File: src/design/ucp_pkg.sv
`default_nettype none
// ----------------------------------------------------------------------------
// ucp_pkg
// shared types and constants for the command parser with timed resend
// ----------------------------------------------------------------------------
package ucp_pkg;

    localparam int SAMPLE_BITS = 12;
    localparam int SAMPLE_W    = 12;
    localparam int TICKS_W     = 16;

    localparam logic [SAMPLE_W-1:0] SAMPLE_MASK = SAMPLE_W'((1 << SAMPLE_BITS) - 1);

    localparam logic [TICKS_W-1:0] RETRY_RESET = 16'd3000;

    // item kinds
    localparam logic ACT_BYTE = 1'b0;
    localparam logic ACT_TICK = 1'b1;

    // reply kinds
    localparam logic KIND_NEW    = 1'b0;
    localparam logic KIND_REPEAT = 1'b1;

    // command characters
    localparam logic [7:0] CH_BANG = 8'h21;
    localparam logic [7:0] CH_HASH = 8'h23;
    localparam logic [7:0] CH_K    = 8'h4B;
    localparam logic [7:0] CH_O    = 8'h4F;
    localparam logic [7:0] CH_R    = 8'h52;
    localparam logic [7:0] CH_S    = 8'h53;
    localparam logic [7:0] CH_T    = 8'h54;

    typedef struct packed {
        logic                action;
        logic [7:0]          rx_byte;
        logic [SAMPLE_W-1:0] adc_sample;
    } t_in_item;

    typedef struct packed {
        logic                send_kind;
        logic [SAMPLE_W-1:0] reply_value;
    } t_out_item;

    // classified item handed from parser to reply engine
    typedef struct packed {
        logic                tick;
        logic                set_ok;
        logic                set_rst;
        logic [SAMPLE_W-1:0] sample;
    } t_event;

endpackage
`default_nettype wire

File: src/design/ucp_front.sv
`default_nettype none
// ----------------------------------------------------------------------------
// ucp_front
// command parser and two-entry event queue toward the reply engine
// ----------------------------------------------------------------------------
module ucp_front (
    input  wire logic              i_clk,
    input  wire logic              i_rst_n,
    input  wire logic              push,
    output logic                   full,
    input  wire ucp_pkg::t_in_item i_in_item,
    output logic                   o_ev_valid,
    output ucp_pkg::t_event        o_ev,
    input  wire logic              i_ev_pop
);
    import ucp_pkg::*;

    typedef enum logic [3:0] {
        PS_WAIT, PS_LISTEN, PS_GOT_O, PS_GOT_K, PS_EXE_OK,
        PS_GOT_R, PS_GOT_S, PS_GOT_T, PS_EXE_RST
    } t_pstate;

    t_pstate     r_state, n_state;
    t_event      r_ev_mem [2];
    logic        r_wr_ptr;
    logic        r_rd_ptr;
    logic [1:0]  r_count;
    logic        accept;
    logic        pop_ok;
    logic        set_ok, set_rst;
    t_event      ev_new;

    function automatic t_pstate step_or_restart(input logic [7:0] ch,
                                                input logic [7:0] want,
                                                input t_pstate    nxt);
        t_pstate s;
        if (ch == want) begin
            s = nxt;
        end else if (ch == CH_BANG) begin
            s = PS_LISTEN;
        end else begin
            s = PS_WAIT;
        end
        return s;
    endfunction

    assign full       = (r_count == 2'd2);
    assign accept     = push && !full;
    assign o_ev_valid = (r_count != 2'd0);
    assign pop_ok     = i_ev_pop && o_ev_valid;
    assign o_ev       = r_ev_mem[r_rd_ptr];

    always_comb begin
        n_state = r_state;
        set_ok  = 1'b0;
        set_rst = 1'b0;
        unique case (r_state)
            PS_WAIT: begin
                if (i_in_item.rx_byte == CH_BANG) n_state = PS_LISTEN;
            end
            PS_LISTEN: begin
                if (i_in_item.rx_byte == CH_BANG) begin
                    n_state = PS_LISTEN;
                end else if (i_in_item.rx_byte == CH_O) begin
                    n_state = PS_GOT_O;
                end else if (i_in_item.rx_byte == CH_R) begin
                    n_state = PS_GOT_R;
                end else begin
                    n_state = PS_WAIT;
                end
            end
            PS_GOT_O: n_state = step_or_restart(i_in_item.rx_byte, CH_K, PS_GOT_K);
            PS_GOT_K: begin
                n_state = step_or_restart(i_in_item.rx_byte, CH_HASH, PS_EXE_OK);
                set_ok  = (i_in_item.rx_byte == CH_HASH);
            end
            PS_GOT_R: n_state = step_or_restart(i_in_item.rx_byte, CH_S, PS_GOT_S);
            PS_GOT_S: n_state = step_or_restart(i_in_item.rx_byte, CH_T, PS_GOT_T);
            PS_GOT_T: begin
                n_state = step_or_restart(i_in_item.rx_byte, CH_HASH, PS_EXE_RST);
                set_rst = (i_in_item.rx_byte == CH_HASH);
            end
            PS_EXE_OK, PS_EXE_RST: begin
                n_state = (i_in_item.rx_byte == CH_BANG) ? PS_LISTEN : PS_WAIT;
            end
            default: n_state = PS_WAIT;
        endcase
    end

    always_comb begin
        ev_new.tick    = (i_in_item.action == ACT_TICK);
        ev_new.set_ok  = (i_in_item.action == ACT_BYTE) && set_ok;
        ev_new.set_rst = (i_in_item.action == ACT_BYTE) && set_rst;
        ev_new.sample  = i_in_item.adc_sample & SAMPLE_MASK;
    end

    always_ff @(posedge i_clk) begin
        if (!i_rst_n) begin
            r_state  <= PS_WAIT;
            r_wr_ptr <= 1'b0;
            r_rd_ptr <= 1'b0;
            r_count  <= 2'd0;
        end else begin
            if (accept && (i_in_item.action == ACT_BYTE)) r_state <= n_state;
            if (accept) r_wr_ptr <= ~r_wr_ptr;
            if (pop_ok) r_rd_ptr <= ~r_rd_ptr;
            r_count <= r_count + 2'(accept) - 2'(pop_ok);
        end
    end

    always_ff @(posedge i_clk) begin
        if (accept) r_ev_mem[r_wr_ptr] <= ev_new;
    end

endmodule
`default_nettype wire

File: src/design/ucp_back.sv
`default_nettype none
// ----------------------------------------------------------------------------
// ucp_back
// reply engine with retry countdown and two-entry result queue
// ----------------------------------------------------------------------------
module ucp_back (
    input  wire logic                           i_clk,
    input  wire logic                           i_rst_n,
    input  wire logic [ucp_pkg::TICKS_W-1:0]    i_retry_ticks,
    input  wire logic                           i_ev_valid,
    input  wire ucp_pkg::t_event                i_ev,
    output logic                                o_ev_pop,
    output logic                                empty,
    input  wire logic                           pop,
    output ucp_pkg::t_out_item                  o_out_item
);
    import ucp_pkg::*;

    logic                r_link;
    logic                r_ok_pend, n_ok_pend;
    logic                r_rst_pend, n_rst_pend;
    logic [TICKS_W-1:0]  r_count_dn, n_count_dn;
    logic [SAMPLE_W-1:0] r_held, n_held;
    logic                n_link;
    logic                emit;
    t_out_item           res_new;
    logic                ok_now, rst_now;

    t_out_item           r_res_mem [2];
    logic                r_wr_ptr;
    logic                r_rd_ptr;
    logic [1:0]          r_res_cnt;
    logic                res_full;
    logic                res_pop;

    assign res_full   = (r_res_cnt == 2'd2);
    assign empty      = (r_res_cnt == 2'd0);
    assign res_pop    = pop && !empty;
    assign o_out_item = r_res_mem[r_rd_ptr];
    assign o_ev_pop   = i_ev_valid && !res_full;

    always_comb begin
        ok_now     = r_ok_pend  || i_ev.set_ok;
        rst_now    = r_rst_pend || i_ev.set_rst;
        n_link     = r_link;
        n_ok_pend  = ok_now;
        n_rst_pend = rst_now;
        n_count_dn = r_count_dn;
        n_held     = r_held;
        emit       = 1'b0;
        res_new    = '{send_kind: KIND_NEW, reply_value: i_ev.sample};
        if (!r_link) begin
            n_ok_pend = 1'b0;
            if (rst_now) begin
                n_link     = 1'b1;
                n_held     = i_ev.sample;
                n_count_dn = i_retry_ticks;
                emit       = 1'b1;
            end
        end else begin
            n_rst_pend = 1'b0;
            if (ok_now) n_link = 1'b0;
            if (i_ev.tick) begin
                if (r_count_dn <= TICKS_W'(1)) begin
                    n_count_dn = i_retry_ticks;
                    emit       = 1'b1;
                    res_new    = '{send_kind: KIND_REPEAT, reply_value: r_held};
                end else begin
                    n_count_dn = r_count_dn - TICKS_W'(1);
                end
            end
        end
    end

    always_ff @(posedge i_clk) begin
        if (!i_rst_n) begin
            r_link     <= 1'b0;
            r_ok_pend  <= 1'b0;
            r_rst_pend <= 1'b0;
            r_count_dn <= '0;
            r_held     <= '0;
            r_wr_ptr   <= 1'b0;
            r_rd_ptr   <= 1'b0;
            r_res_cnt  <= 2'd0;
        end else begin
            if (o_ev_pop) begin
                r_link     <= n_link;
                r_ok_pend  <= n_ok_pend;
                r_rst_pend <= n_rst_pend;
                r_count_dn <= n_count_dn;
                r_held     <= n_held;
            end
            if (o_ev_pop && emit) r_wr_ptr <= ~r_wr_ptr;
            if (res_pop) r_rd_ptr <= ~r_rd_ptr;
            r_res_cnt <= r_res_cnt + 2'(o_ev_pop && emit) - 2'(res_pop);
        end
    end

    always_ff @(posedge i_clk) begin
        if (o_ev_pop && emit) r_res_mem[r_wr_ptr] <= res_new;
    end

endmodule
`default_nettype wire

File: src/design/uart_command_parser_with_resend.sv
`default_nettype none
// ----------------------------------------------------------------------------
// uart_command_parser_with_resend
// recognizes !RST# and !OK# in a byte stream and sends an adc reply that
// repeats on a tick countdown until acknowledged
// ----------------------------------------------------------------------------
//  channel   handshake               payload
//  input     push / full             i_in_item  (action, rx_byte, adc_sample)
//  result    empty / pop             o_out_item (send_kind, reply_value)
//  config    i_cfg_valid/o_cfg_ready i_cfg_data (retry_ticks)
//
//  one item per clock sustained while nothing stalls; the parser and the reply
//  engine are joined by a two-entry event queue
//  events wait in the event queue; the result queue's head drives o_out_item
//  a two-entry result queue lets input keep flowing while a result waits
//  synchronous active-low reset; retry_ticks returns to 3000
//  config is always ready; the user changes it only while the block is idle,
//  which the block itself does not enforce
// ----------------------------------------------------------------------------
module uart_command_parser_with_resend (
    input  wire logic                        i_clk,
    input  wire logic                        i_rst_n,
    input  wire logic                        push,
    output logic                             full,
    input  wire ucp_pkg::t_in_item           i_in_item,
    output logic                             empty,
    input  wire logic                        pop,
    output ucp_pkg::t_out_item               o_out_item,
    input  wire logic                        i_cfg_valid,
    output logic                             o_cfg_ready,
    input  wire logic [ucp_pkg::TICKS_W-1:0] i_cfg_data
);
    import ucp_pkg::*;

    // retry interval register
    logic [TICKS_W-1:0] r_retry_ticks;

    // front to back event link
    logic   ev_valid;
    t_event ev;
    logic   ev_pop;

    assign o_cfg_ready = 1'b1;

    always_ff @(posedge i_clk) begin
        if (!i_rst_n) begin
            r_retry_ticks <= RETRY_RESET;
        end else if (i_cfg_valid && o_cfg_ready) begin
            r_retry_ticks <= i_cfg_data;
        end
    end

    // parser: classifies each transfer into an event
    ucp_front u_front (
        .i_clk      (i_clk),
        .i_rst_n    (i_rst_n),
        .push       (push),
        .full       (full),
        .i_in_item  (i_in_item),
        .o_ev_valid (ev_valid),
        .o_ev       (ev),
        .i_ev_pop   (ev_pop)
    );

    // reply engine: link state, countdown and result queue
    ucp_back u_back (
        .i_clk         (i_clk),
        .i_rst_n       (i_rst_n),
        .i_retry_ticks (r_retry_ticks),
        .i_ev_valid    (ev_valid),
        .i_ev          (ev),
        .o_ev_pop      (ev_pop),
        .empty         (empty),
        .pop           (pop),
        .o_out_item    (o_out_item)
    );

endmodule
`default_nettype wire

File: config.mk
export PLATFORM = sky130hd
export DESIGN_NAME = uart_command_parser_with_resend
export DESIGN_NICKNAME = d
export VERILOG_FILES = /design/src/design/ucp_pkg.sv /design/src/design/ucp_front.sv /design/src/design/ucp_back.sv /design/src/design/uart_command_parser_with_resend.sv
export SDC_FILE = /design/constraint.sdc
export NUM_CORES = 1
export LEC_CHECK = 0
export ABC_CLOCK_PERIOD_IN_PS = 2500
export BUFFER_PORTS_ARGS = -buffer_cell sky130_fd_sc_hd__buf_2
export CAP_MARGIN = 0
export CORE_MARGIN = 1.5
export CORE_UTILIZATION = 53
export DETAILED_ROUTE_END_ITERATION = 6
export PLACE_DENSITY = 0.76
export SLEW_MARGIN = 20
export SYNTH_ARGS = -nofsm -noshare
export SYNTH_HDL_FRONTEND = slang
export SYNTH_HIERARCHICAL = 1
export SYNTH_SLANG_ARGS = --single-unit
export TNS_END_PERCENT = 5
File: constraint.sdc
create_clock -name i_clk -period 2.5 [get_ports i_clk]
set_input_delay 0.375 -clock i_clk [delete_from_list [all_inputs] [get_ports i_clk]]
set_output_delay 0.375 -clock i_clk [all_outputs]
set_load 0.02 [all_outputs]
# Yosys cells after proc, flatten, opt, wreduce, memory -nomap -nowiden
# Memory sizes are Yosys's and may differ from the RTL's. A register that Yosys moved wholly into a read port is not among the register bits.
# Index checks and enable logic that the tools add are counted.
[word_totals] ff_bits=59 latch_bits=0 mem_bits_rw=56 romBits=0 input_bits=42 mem_count=2
[memory_table] memory="u_front.r_ev_mem" depth=2 word_bits=15 rd=1 rd_ports_with_merged_regs=1 wr=1 line="ucp_front.sv:24" text="t_event r_ev_mem [2];"
[memory_table] memory="u_back.r_res_mem" depth=2 word_bits=13 rd=1 rd_ports_with_merged_regs=1 wr=1 line="ucp_back.sv:29" text="t_out_item r_res_mem [2];"
[op_classes] addsub=5 mul=0 div_mod_pow=0 order_cmp=1 n_eq_ne=19 shifts=0 n_mux=36 bitwise_logic=6 reduce_logical=21
[op_table] operator="$mux W16" count=4
[op_table] operator="$eq A8 B7 Y1 const B" count=5
[op_table] operator="$mux W13" count=3
[op_table] operator="$mux W4" count=8
[op_table] operator="$pmux W4 S8" count=1
[op_table] operator="$mux W1" count=19
[op_table] operator="$eq A4 B3 Y1 const B" count=4
[op_table] operator="$eq A8 B6 Y1 const B" count=2
[op_table] operator="$le A16 B1 Y1 const B" count=1
[op_table] operator="$sub A16 B1 Y16 const B" count=1
[op_table] operator="$eq A4 B2 Y1 const B" count=2
[op_table] operator="$logic_and A1 B1 Y1" count=8
[op_table] operator="$not A1 Y1" count=6
[op_table] operator="$reduce_and A3 Y1" count=2
[op_table] operator="$add A2 B1 Y2" count=2
[op_table] operator="$eq A2 B2 Y1 const B" count=2
[op_table] operator="$eq A4 B1 Y1 const B" count=1
[op_table] operator="$eq A4 B4 Y1 const B" count=1
[op_table] operator="$logic_not A4 Y1" count=1
[op_table] operator="$reduce_bool A2 Y1" count=2
[op_table] operator="$sub A2 B1 Y2" count=2
[op_table] operator="$logic_not A1 Y1" count=3
[op_table] operator="$mux W3" count=1
[op_table] operator="$logic_not A2 Y1" count=1
[op_table] operator="other kinds (5)" count=6

# Longest topological paths before layout
# Gate-level depths: netlist of run 1.
[depth] depth_word=7 mapped_depth=11

# By module
# The synthesis of run 1 kept the hierarchy.
[by_module_without_submodules] module="ucp_back" n_inst=1 cells_each=296 area_per_inst_um2=2967.8 seq_area_each_um2=1501.4
[by_module_without_submodules] module="ucp_front" n_inst=1 cells_each=125 area_per_inst_um2=1732.9 seq_area_each_um2=1081.0
[by_module_without_submodules] module="uart_command_parser_with_resend" n_inst=1 cells_each=53 area_per_inst_um2=609.3 seq_area_each_um2=320.3

# Worst setup path after synthesis of run 1
# No wires, ideal clock.
[synth_path] path_type="register -> register" startpoint="register with a tool-made name" endpoint="memory u_back/r_res_mem[1][0] in the netlist's numbering (enable)" setup_ns=0.385 arrival_ns=2.381 required_time_ns=2.115 slack_ns=-0.267 stages_incl_launch_ff=8 synth_period_minus_slack_ns=2.767 cell_sequence="dfxtp_1 -> clkbuf_1 -> clkbuf_1 -> mux2_2 -> o21bai_1 -> nor3_1 -> a31oi_1 -> nor2b_1"
[synth_rtl] element="end: declaration" line="ucp_back.sv:29"

# Final worst setup path of run 1
[layout_path] startpoint="register u_back.r_count_dn[0]" endpoint="register u_back.r_count_dn[8]"
[layout_via] elab_chain_len=4 word_cells_on_any_way=5
[layout_rtl] element="start: declaration" line="ucp_back.sv:22" text="logic [TICKS_W-1:0] r_count_dn, n_count_dn;"
[layout_rtl] element="start signal: assignment" line="ucp_back.sv:90" text="r_count_dn <= n_count_dn;"
[layout_rtl] element="$sub A16 B1 Y16 or $le A16 B1 Y1 (tied branches)" line="ucp_back.sv:69, ucp_back.sv:64"
[layout_rtl] element="$mux W16 *" line="ucp_back.sv:64" text="if (r_count_dn <= TICKS_W'(1)) begin"
[layout_rtl] element="$mux W16 *" line="ucp_back.sv:63" text="if (i_ev.tick) begin"
[layout_rtl] element="$mux W16 *" line="ucp_back.sv:52" text="if (!r_link) begin"
# Every way passes the cells marked *; elsewhere a longest branch is shown, timed or not. The select of a mux whose other input is x is not followed.
# A chain may end at the register's enable or synchronous reset.

==> impl_metrics.tcl, run 1 <==
set metrics [dict create \
    ff2ff_path_depth 8 \
    timing.final.ws_setup_ps 116 \
    grtUsageTotal 0.230 \
    hold_path_class "in -> reg" \
    vdd_ir_drop_max_uv 674 \
    nets 595 \
    antenna_cells 0 \
    pin_count 58 \
    yosys_warnings 6 \
    cts_tree "built" \
    design.core.area_um2 9730 \
    dr.pass1.iters 5 \
    port_buffers 56 \
    power.internal_mw 5.31 \
    crit_arrival_ps 2770 \
    timing.critical_path.cells "inv_1, ha_1, nor2_1, nor4_2, a21oi_1, buf_4, mux2i_1, o22ai_1" \
    row_count 36 \
    tritoncts.num_buffers 17 \
    net-switching-power_mw 2.97 \
    clkSlewWorstSetupHoldPaths_ps 60 \
    min_delay_path_depth 1 \
    grt_setup_unrepaired "true" \
    dp.final_hpwl_mm 7.54 \
    min_to "u_front/r_ev_mem[1][11]" \
    floorplan.die.width_um 103 \
    clock_power_share 0.278 \
    timing_worst_setup_path_type "reg -> reg" \
    syn_area_per_cell_um2 11.2 \
    synth_seq_cells 117 \
    detailedRoute.firstIterationViolations 238 \
    worst-r2r-setup-slack_ps 120 \
    vias 3973 \
    postSynthCellCount 474 \
    power.density_cell_area_nw_per_um2 1300 \
    die_h_um 103 \
    hold_path_startpoint "i_in_item[11]" \
    routed_via_density 5.73 \
    die_area_um2 10600 \
    synthDistinctLibCells 71 \
    residual_antenna_violating_net_count_after_detailed_routing 0 \
    fillCellCount 767 \
    grt_pass1_vias 3853 \
    cts_sinks 117 \
    timing.final.crit_period_ps 2380 \
    post_cts_repair_setup_buffers 0 \
    worst-endpoint-required_ps 2890 \
    timing.final.setup_violations 0 \
    final.hold.worst_slack_ps 61.2 \
    crit_path_end_kind "flop" \
    slew_headroom 0.426 \
    leakage_nw 2.45 \
    comb_power_share 0.381 \
    htree_levels 4 \
    place_worst_setup_slack_ps 163 \
    maxSlewViolCount 0 \
    floorplan.initialDensity 0.546 \
    finalWirelength_mm 11.5 \
    critical_path.max_fanout 10 \
    clock_skew_ps 10.6 \
    routedWlPerCell_um 16.7 \
    timing.fmax_ghz 0.419 \
    tightestPinTransition_ps 861 \
    clock_latency_ps 500 \
    timing.final.hold_violations 0 \
    crit_path_top_delay_cell "sky130_fd_sc_hd__a21oi_1" \
    max_cap_viol_count 0 \
    cts.repair.resized 0 \
    synth_enable_flop_cells 56 \
    postSynth.asyncResetShare 0 \
    seqPwrFrac 0.341 \
    pin_count_of_the_biggest_net_entering_global_routing 28 \
    yosysSeqAreaShare 0.547 \
    crit-reg2reg-launch "u_back/r_count_dn[0]" \
    drc 0 \
    synthesis.nets 522 \
    root_buffer "sky130_fd_sc_hd__clkbuf_8" \
    hold_buffers 0 \
    yosys_most_used_dff "sky130_fd_sc_hd__dfxtp_1" \
    worstSetupStartpointType "flop" \
    antenna_violations_before_repair 0 \
    gpl_wtd_cong 0.954 \
    grt.overflow.total 0 \
    p_sw_frac 0.358 \
    cts-root-to-sink-buffers 2 \
    reg2reg_to "u_back/r_count_dn[8]" \
    status "complete, no violations" \
    worst_path_largest_cell_delay_ps 700 \
    syn_to_final_growth_pct 20.0 \
    grt_first_pass_wirelength_mm 18.5 \
    synth_area_um2 5310 \
    layout_worst_path_cycle_share 0.954 \
    drive_gt1_frac 0.286 \
]
Yosys cell counts (6+ instances only):
master | number | share of area
sky130_fd_sc_hd__a21oi_1 | 22 | 0.021
sky130_fd_sc_hd__nand2_1 | 48 | 0.034
sky130_fd_sc_hd__inv_1 | 11 | 0.0078
sky130_fd_sc_hd__nand2b_1 | 6 | 0.0071
sky130_fd_sc_hd__or3_1 | 8 | 0.0094
sky130_fd_sc_hd__mux2_2 | 40 | 0.085
sky130_fd_sc_hd__clkbuf_1 | 15 | 0.011
sky130_fd_sc_hd__mux2i_1 | 18 | 0.034
sky130_fd_sc_hd__nor3_1 | 19 | 0.018
sky130_fd_sc_hd__nand3_1 | 7 | 0.0066
sky130_fd_sc_hd__edfxtp_1 | 56 | 0.32
sky130_fd_sc_hd__nor2b_1 | 13 | 0.015
sky130_fd_sc_hd__dfxtp_1 | 61 | 0.23
sky130_fd_sc_hd__nor4_1 | 6 | 0.0071
sky130_fd_sc_hd__o221ai_1 | 7 | 0.012
sky130_fd_sc_hd__nor2_1 | 33 | 0.023
sky130_fd_sc_hd__ha_1 | 6 | 0.014
routing by layer:
layer	share of wire	up-vias	track usage
met5	0	-	0
met4	0.012	0	0.0811
met3	0.057	15	0.0549
met2	0.49	139	0.390
met1	0.44	1904	0.289
li1	-	1915	-
state kept, by name (all words and copies together) (netlist names), named ones only:
signal             cells
r_retry_ticks         16
u_back/r_held         12
u_back/r_ok_pend       1
u_front/r_wr_ptr       1
u_front/r_state        4
u_front/r_rd_ptr       1
u_back/r_count_dn     16
u_back/r_res_mem      26
u_back/r_rd_ptr        1
u_front/r_ev_mem      30
u_front/r_count        2
u_back/r_rst_pend      1
u_back/r_wr_ptr        1
u_back/r_res_cnt       2
u_back/r_link          1
critical path, delay by kind of cell (launching register included):
family | cells | cell delay [ps]
flip-flops | 1 | 400
adder cells (fa/ha/maj) | 1 | 250
multiplexers | 1 | 190
AO/OA/AOI/OAI | 2 | 800
buffers and inverters | 2 | 350
AND/OR/NAND/NOR | 2 | 280
per-stage QoR:
| step | TNS (ps) | utilization | instance area, um^2 | power [mW] | instances |
|---|---|---|---|---|---|
| 6_report | 0 | 0.655 | 6370 | 8.28 | 693 |
| 5_1_grt | -1610 | 0.655 | 6370 | 8.77 | 693 |
| 3_5_place_dp | 0 | 0.596 | 5800 | 5.91 | 661 |
| 2_1_floorplan | 0 | - | 5320 | 4.99 | 474 |
| 4_1_cts | 0 | 0.655 | 6370 | 8.28 | 693 |
| 3_3_place_gp | 0 | 0.596 | 5800 | 5.82 | 661 |
worst max path at each step:
stage,end,startpoint,slack [ps]
finish,u_back/r_count_dn[8],u_back/r_count_dn[0],120
global route,u_back/r_res_mem[1][5],u_back/r_count_dn[4],-80
floorplan,u_back/r_res_mem[0][10],u_back/r_count_dn[8],30
detailed placement,u_back/r_count_dn[11],u_back/r_count_dn[0],160
CTS,u_back/r_res_mem[1][5],u_back/r_count_dn[4],130
global placement,u_back/r_count_dn[11],u_back/r_count_dn[0],200
layout make-up:
| type | count | area (um^2) | area share |
|---|---|---|---|
| multi-input cells | 321 | 2240 | 0.352 |
| repair buffers | 77 | 438 | 0.0687 |
| inverters | 13 | 48.8 | 0.00766 |
| clock buffers | 25 | 507 | 0.0796 |
| well taps | 133 | 166 | 0.0261 |
| flip-flops and latches | 117 | 2900 | 0.456 |
| clock inverters | 7 | 67.6 | 0.0106 |
layout by cell type, fill, tap and decap left out, types with 19 or more instances in the layout:
| cell | n |
|---|---|
| sky130_fd_sc_hd__dfxtp_1 | 61 |
| sky130_fd_sc_hd__a21oi_1 | 22 |
| sky130_fd_sc_hd__buf_4 | 21 |
| sky130_fd_sc_hd__nor2_1 | 32 |
| sky130_fd_sc_hd__buf_2 | 56 |
| sky130_fd_sc_hd__nand2_1 | 48 |
| sky130_fd_sc_hd__edfxtp_1 | 56 |
| sky130_fd_sc_hd__mux2_2 | 40 |
| sky130_fd_sc_hd__nor3_1 | 19 |
kinds of logic after synthesis:
family                     count (synthesis)  share of synthesized area
buffers and inverters                     36                     0.0337
DFF                                      117                      0.547
xor gates and xnor gates                   7                     0.0115
adders and majority gates                  6                     0.0141
and+or+nand+nor                          177                      0.176
other                                      1                   0.000706
AOI/OAI and AO/OA                         72                     0.0980
muxes                                     58                      0.119
power by group through the flow:
stage,Sequential [mW],Combinational [mW],Clock [mW]
5_1_grt,2.87,3.47,2.43
6_report,2.82,3.15,2.30
3_3_place_gp,2.81,3.01,0
4_1_cts,2.82,3.13,2.34
2_1_floorplan,2.72,2.27,0
3_5_place_dp,2.84,3.07,0
Note: power is estimated with default switching activity, not from simulation.
==> run 2, diff against run 1 <==
--- a/config.mk
+++ b/config.mk
@@ -5,13 +5,13 @@
 export SDC_FILE = /design/constraint.sdc
 export NUM_CORES = 1
 export LEC_CHECK = 0
-export ABC_CLOCK_PERIOD_IN_PS = 2500
+export ABC_CLOCK_PERIOD_IN_PS = 2700
 export BUFFER_PORTS_ARGS = -buffer_cell sky130_fd_sc_hd__buf_2
 export CAP_MARGIN = 0
 export CORE_MARGIN = 1.5
-export CORE_UTILIZATION = 53
+export CORE_UTILIZATION = 58
 export DETAILED_ROUTE_END_ITERATION = 6
-export PLACE_DENSITY = 0.76
+export PLACE_DENSITY = 0.79
 export SLEW_MARGIN = 20
 export SYNTH_ARGS = -nofsm -noshare
 export SYNTH_HDL_FRONTEND = slang
==> constraint.sdc (replaced) <==
create_clock -name i_clk -period 2.7 [get_ports i_clk]
set_input_delay 0.405 -clock i_clk [delete_from_list [all_inputs] [get_ports i_clk]]
set_output_delay 0.405 -clock i_clk [all_outputs]
set_load 0.02 [all_outputs]
==> run 2 against run 1 <==
Compared with the run above:
- the run now ends with design-rule violations left
- total power is 9.8% lower
- final cell count down 4.2%
- design area is 1.5% lower
- register-to-register slack better by 200 ps
- critical path depth increased by 3
- clock skew is 2.8 ps lower
- sequential share of layout area grew 0.71 points
- global-route usage increased by 2.4 points
- combinational power is 11% lower
- hold slack improved by 22 ps
- sequential cell count unchanged
- critical endpoint is now u_back/r_res_cnt[1]
- largest cell class unchanged
==> impl_metrics.tcl, run 2 (synthesis results as in run 1) <==
set metrics [dict create \
    worst_setup_path_startpoint "u_back/r_count_dn[0]" \
    leakage_nw 2.42 \
    die_area_um2 9740 \
    vdd_ir_drop_max_uv 577 \
    grt_pass1_vias 3968 \
    htree_levels 4 \
    crit-reg2reg-launch "u_back/r_count_dn[0]" \
    layout.cell_area.non_filler_um2 6270 \
    layout.cells.most_common_list "sky130_fd_sc_hd__dfxtp_1 (61), sky130_fd_sc_hd__buf_2 (56), sky130_fd_sc_hd__edfxtp_1 (56)" \
    status "finished, violations left" \
    dp.final_hpwl_mm 7.55 \
    power.density_cell_area_nw_per_um2 1190 \
    tightestPinTransition_ps 777 \
    clock_latency_ps 510 \
    nets 591 \
    pin_count_of_the_biggest_net_entering_global_routing 21 \
    layout.core_utilization 0.712 \
    setup_total_negative_slack_ps 0 \
    floorplan.initialDensity 0.603 \
    layout.cells.most_common "sky130_fd_sc_hd__dfxtp_1" \
    drive_gt1_frac 0.281 \
    max_cap_viol_count 0 \
    grt_first_pass_wirelength_mm 19.3 \
    hold_path_startpoint "i_in_item[11]" \
    cts_tree "built" \
    maxSlewViolCount 0 \
    finalWirelength_mm 11.5 \
    detailedRoute.firstIterationViolations 266 \
    antenna_violations_before_repair 0 \
    vias 3923 \
    reg2reg_to "u_back/r_res_cnt[1]" \
    drc 3 \
    layout_worst_path_cycle_share 0.881 \
    largest_register_ffs 30 \
    ff2ff_path_depth 11 \
    cp-endpoint "u_back/r_res_cnt[1]" \
    violated_checks "design-rule violations" \
    cts_sinks 117 \
    design.core.area_um2 8810 \
    timing_worst_setup_path_type "reg -> reg" \
    gpl_wtd_cong 0.854 \
    post_cts_repair_setup_buffers 0 \
    residual_antenna_violating_net_count_after_detailed_routing 0 \
    hold_buffers 0 \
    grt_setup_unrepaired "false" \
    die_h_um 98.7 \
    timing.final.crit_period_ps 2380 \
    worst-r2r-setup-slack_ps 320 \
    clkSlewWorstSetupHoldPaths_ps 60 \
    timing.fmax_ghz 0.420 \
    critical_path.max_fanout 5 \
    placement.cell_area_um2 5730 \
    crit_arrival_ps 2780 \
    cts-root-to-sink-buffers 2 \
    timing.final.setup_violations 0 \
    hold_path_class "in -> reg" \
    root_buffer "sky130_fd_sc_hd__clkbuf_8" \
    port_buffers 56 \
    pin_count 58 \
    routed_via_density 5.91 \
    power_after_layout_mw 7.47 \
    routedWlPerCell_um 17.3 \
    antenna_cells 0 \
    top_regs "u_front/r_ev_mem: 30 flops, u_back/r_res_mem: 26 flops" \
    tritoncts.num_buffers 17 \
    grt.overflow.total 0 \
    grtUsageTotal 0.255 \
    dr.pass1.iters 7 \
    crit_path_end_kind "flop" \
    syn_to_final_growth_pct 18.1 \
    cts.repair.resized 0 \
    row_count 34 \
    max_flop_register "u_front/r_ev_mem" \
    worst-endpoint-required_ps 3100 \
    timing.final.hold_violations 0 \
    floorplan.die.width_um 98.7 \
    clock_skew_ps 7.84 \
    slew_headroom 0.482 \
    worstSetupStartpointType "flop" \
]
-- run 2: changes by cell type in the layout (fill, tap and decap cells not counted), moves of 2 or more --
cell,before,now
sky130_fd_sc_hd__buf_4,21,17
sky130_fd_sc_hd__clkbuf_1,4,2
sky130_fd_sc_hd__inv_4,1,5
sky130_fd_sc_hd__clkbuf_8,3,1
-- run 2: power breakdown --
group	leakage, nW	switching (mW)	internal, mW
Clock	0.272	0.764	1.27
Sequential	1.02	0.297	2.33
Combinational	1.13	1.67	1.13
-- run 2: worst max-delay path, stage by stage (launching register included) --
cell and delay, ps:
sky130_fd_sc_hd__dfxtp_1 400, sky130_fd_sc_hd__inv_1 90, sky130_fd_sc_hd__ha_1 260, sky130_fd_sc_hd__nor2_1 210
sky130_fd_sc_hd__nor4_2 90, sky130_fd_sc_hd__buf_4 160, sky130_fd_sc_hd__a31oi_1 390, sky130_fd_sc_hd__inv_1 90
sky130_fd_sc_hd__ha_1 200, sky130_fd_sc_hd__xor2_1 170, sky130_fd_sc_hd__xnor2_1 160, sky130_fd_sc_hd__nor2_1 60
-- run 2: per-stage QoR --
stage          worst slack (ps)  hold slack [ps]  instances
2_1_floorplan             -5.75              433        474
3_3_place_gp                384              438        632
3_5_place_dp                342              445        632
4_1_cts                     335             65.6        664
5_1_grt                    78.6             59.4        664
6_report                    320             83.2        664
-- run 2: per-layer routing --
layer / up-vias / GRT usage / routed length [um]
met3: 10 / 0.0638 / 716
li1: 1904 / - / -
met4: 0 / 0.0758 / 107
met2: 156 / 0.428 / 5630
met5: - / 0 / 0
met1: 1853 / 0.327 / 5050
-- run 2: layout make-up --
cell class | instances | area (um^2)
Fill cell | 609 | 2530
Clock inverter | 12 | 100
Tap cell | 108 | 135
Inverter | 13 | 48.8
Timing Repair Buffer | 73 | 408
Sequential cell | 117 | 2900
Multi-Input combinational cell | 321 | 2230
Clock buffer | 20 | 447
-- run 2: worst min path at each step --
stage / end / slack (ps) / depth (start not counted)
finish: u_front/r_ev_mem[1][11] / 80 / 1
global route: u_front/r_ev_mem[1][11] / 60 / 1
CTS: u_front/r_ev_mem[1][11] / 70 / 1
detailed placement: u_back/r_held[8] / 440 / 2
global placement: u_back/r_held[2] / 440 / 2
floorplan: r_retry_ticks[3] / 430 / 2
==> run 3, diff against run 2 <==
--- a/config.mk
+++ b/config.mk
@@ -5,13 +5,14 @@
 export SDC_FILE = /design/constraint.sdc
 export NUM_CORES = 1
 export LEC_CHECK = 0
-export ABC_CLOCK_PERIOD_IN_PS = 2700
 export BUFFER_PORTS_ARGS = -buffer_cell sky130_fd_sc_hd__buf_2
 export CAP_MARGIN = 0
+export CELL_PAD_IN_SITES_DETAIL_PLACEMENT = 1
+export CELL_PAD_IN_SITES_GLOBAL_PLACEMENT = 2
 export CORE_MARGIN = 1.5
-export CORE_UTILIZATION = 58
+export CORE_UTILIZATION = 39
 export DETAILED_ROUTE_END_ITERATION = 6
-export PLACE_DENSITY = 0.79
+export PLACE_DENSITY_LB_ADDON = 0.1
 export SLEW_MARGIN = 20
 export SYNTH_ARGS = -nofsm -noshare
 export SYNTH_HDL_FRONTEND = slang
==> run 3 against run 2 <==
Compared with the run above:
- the run now ends clean
- via count increased by 1.1%
- utilization down 23 points
- register-to-register slack worse by 50 ps
- die area is 47% higher
- clock power increased by 9%
- first-iteration DRC count fell by 33%
- final cell count rose by 11%
- highest routed layer unchanged
==> impl_metrics.tcl, run 3 (synthesis results as in run 1) <==
set metrics [dict create \
    gpl_wtd_cong 0.814 \
    dp.final_hpwl_mm 8.97 \
    ff2ff_path_depth 6 \
    tightestPinTransition_ps 855 \
    pin_count 58 \
    die_area_um2 14300 \
    fillCellCount 1460 \
    timing.final.setup_violations 0 \
    max_flop_register "u_front/r_ev_mem" \
    timing_worst_setup_path_type "reg -> reg" \
    floorplan.initialDensity 0.401 \
    maxSlewViolCount 0 \
    tritoncts.num_buffers 17 \
    cts.repair.resized 0 \
    reg2reg_to "u_back/r_res_mem[1][2]" \
    place_inst 702 \
    port_buffers 56 \
    layout.cell_area.non_filler_um2 6400 \
    crit_path_end_kind "flop" \
    floorplan.die.width_um 120 \
    layout.cells.most_common "sky130_fd_sc_hd__dfxtp_1" \
    finalWirelength_mm 13.0 \
    layout_worst_path_cycle_share 0.898 \
    syn_to_final_growth_pct 20.5 \
    cts-root-to-sink-buffers 2 \
    multi_input_area_um2 2230 \
    timing.fmax_ghz 0.412 \
    crit_path_top_delay_cell "sky130_fd_sc_hd__or4_1" \
    timing.final.crit_period_ps 2430 \
    largest_register_ffs 30 \
    cts_tree "built" \
    placement.cell_area_um2 5830 \
    power.density_cell_area_nw_per_um2 1210 \
    top_regs "u_front/r_ev_mem: 30 flops, u_back/r_res_mem: 26 flops" \
    leakage_nw 2.43 \
    worstSetupStartpointType "flop" \
    grt_pass1_vias 4128 \
    power_after_layout_mw 7.72 \
    cts_sinks 117 \
    nets 593 \
    vdd_ir_drop_max_uv 387 \
    worst_path_largest_cell_delay_ps 620 \
    layout.cells.most_common_list "sky130_fd_sc_hd__dfxtp_1 (61), sky130_fd_sc_hd__buf_2 (56), sky130_fd_sc_hd__edfxtp_1 (56)" \
    clock_skew_ps 11.9 \
    crit_path_frequent_cell "sky130_fd_sc_hd__nor2_1" \
    clkSlewWorstSetupHoldPaths_ps 50 \
    drc 0 \
    die_h_um 120 \
    grtUsageTotal 0.197 \
    hold_buffers 0 \
    routed_via_density 5.41 \
    seq_area_um2 2900 \
    timing.final.hold_violations 0 \
    min_to "u_front/r_ev_mem[1][6]" \
    crit-reg2reg-launch "u_back/r_count_dn[8]" \
    worst-endpoint-required_ps 2850 \
    timing.critical_path.cells "or4_1, nor2_1, nand2_1, nor2_1, buf_4, mux2_2" \
    drive_gt1_frac 0.274 \
    critical_path.max_fanout 12 \
    pin_count_of_the_biggest_net_entering_global_routing 32 \
    status "complete, no violations" \
    grt.overflow.total 0 \
    clock_latency_ps 420 \
    design.core.area_um2 13200 \
    grt_first_pass_wirelength_mm 21.6 \
    vias 3968 \
    layout.core_utilization 0.483 \
    crit_arrival_ps 2580 \
    detailedRoute.firstIterationViolations 178 \
    worst-r2r-setup-slack_ps 270 \
    finish.cell_count_without_fillers 734 \
    antenna_cells 0 \
    antenna_violations_before_repair 0 \
    row_count 42 \
    grt_setup_unrepaired "false" \
    dr.pass1.iters 4 \
    post_cts_repair_setup_buffers 0 \
    min_delay_path_depth 1 \
    htree_levels 4 \
    max_cap_viol_count 0 \
    critical_path.top_delay_family "simple AND/OR/NAND/NOR gates" \
    slew_headroom 0.430 \
    hold_path_class "in -> reg" \
    path_buf_inv 1 \
    hold_path_startpoint "i_in_item[6]" \
    root_buffer "sky130_fd_sc_hd__clkbuf_16" \
    setup_total_negative_slack_ps 0 \
    residual_antenna_violating_net_count_after_detailed_routing 0 \
    routedWlPerCell_um 17.7 \
]
-- run 3: report_power, final --
part | switching, mW | leakage (nW) | internal [mW]
Sequential | 0.278 | 1.02 | 2.33
Combinational | 1.74 | 1.14 | 1.16
Clock | 0.770 | 0.274 | 1.44
Total | 2.79 | 2.43 | 4.93
-- run 3: cell type report --
cell class / count / share of cell area
Multi-Input combinational cell: 321 / 0.349
Clock inverter: 11 / 0.0211
Sequential cell: 117 / 0.453
Tap cell: 176 / 0.0344
Clock buffer: 21 / 0.0688
Timing Repair Buffer: 75 / 0.0661
Inverter: 13 / 0.00762
-- run 3: per-layer routing --
| layer | vias up | share of wire | global-route usage |
|---|---|---|---|
| li1 | 1904 | - | - |
| met1 | 1929 | 0.45 | 0.243 |
| met2 | 106 | 0.50 | 0.341 |
| met3 | 29 | 0.035 | 0.0466 |
| met4 | 0 | 0.017 | 0.0670 |
| met5 | - | 0 | 0 |
-- run 3: stage by stage --
stage          setup slack [ps]  hold WS (ps)
2_1_floorplan             -5.75           433
3_3_place_gp                355           439
3_5_place_dp                277           447
4_1_cts                     268           163
5_1_grt                    92.9           164
6_report                    275           180
-- run 3: worst max-delay path by stage --
stage / startpoint / depth (start not counted) / slack [ps] / endpoint
finish: u_back/r_count_dn[8] / 6 / 270 / u_back/r_res_mem[1][2]
detailed placement: u_back/r_count_dn[4] / 6 / 280 / u_back/r_res_mem[0][10]
floorplan: flop / 7 / -6 / u_back/r_res_mem[0][0]
global placement: u_back/r_count_dn[0] / 5 / 360 / u_back/r_count_dn[11]
CTS: u_back/r_count_dn[4] / 6 / 270 / u_back/r_res_mem[1][0]
global route: u_back/r_count_dn[4] / 6 / 90 / u_back/r_res_mem[1][0]
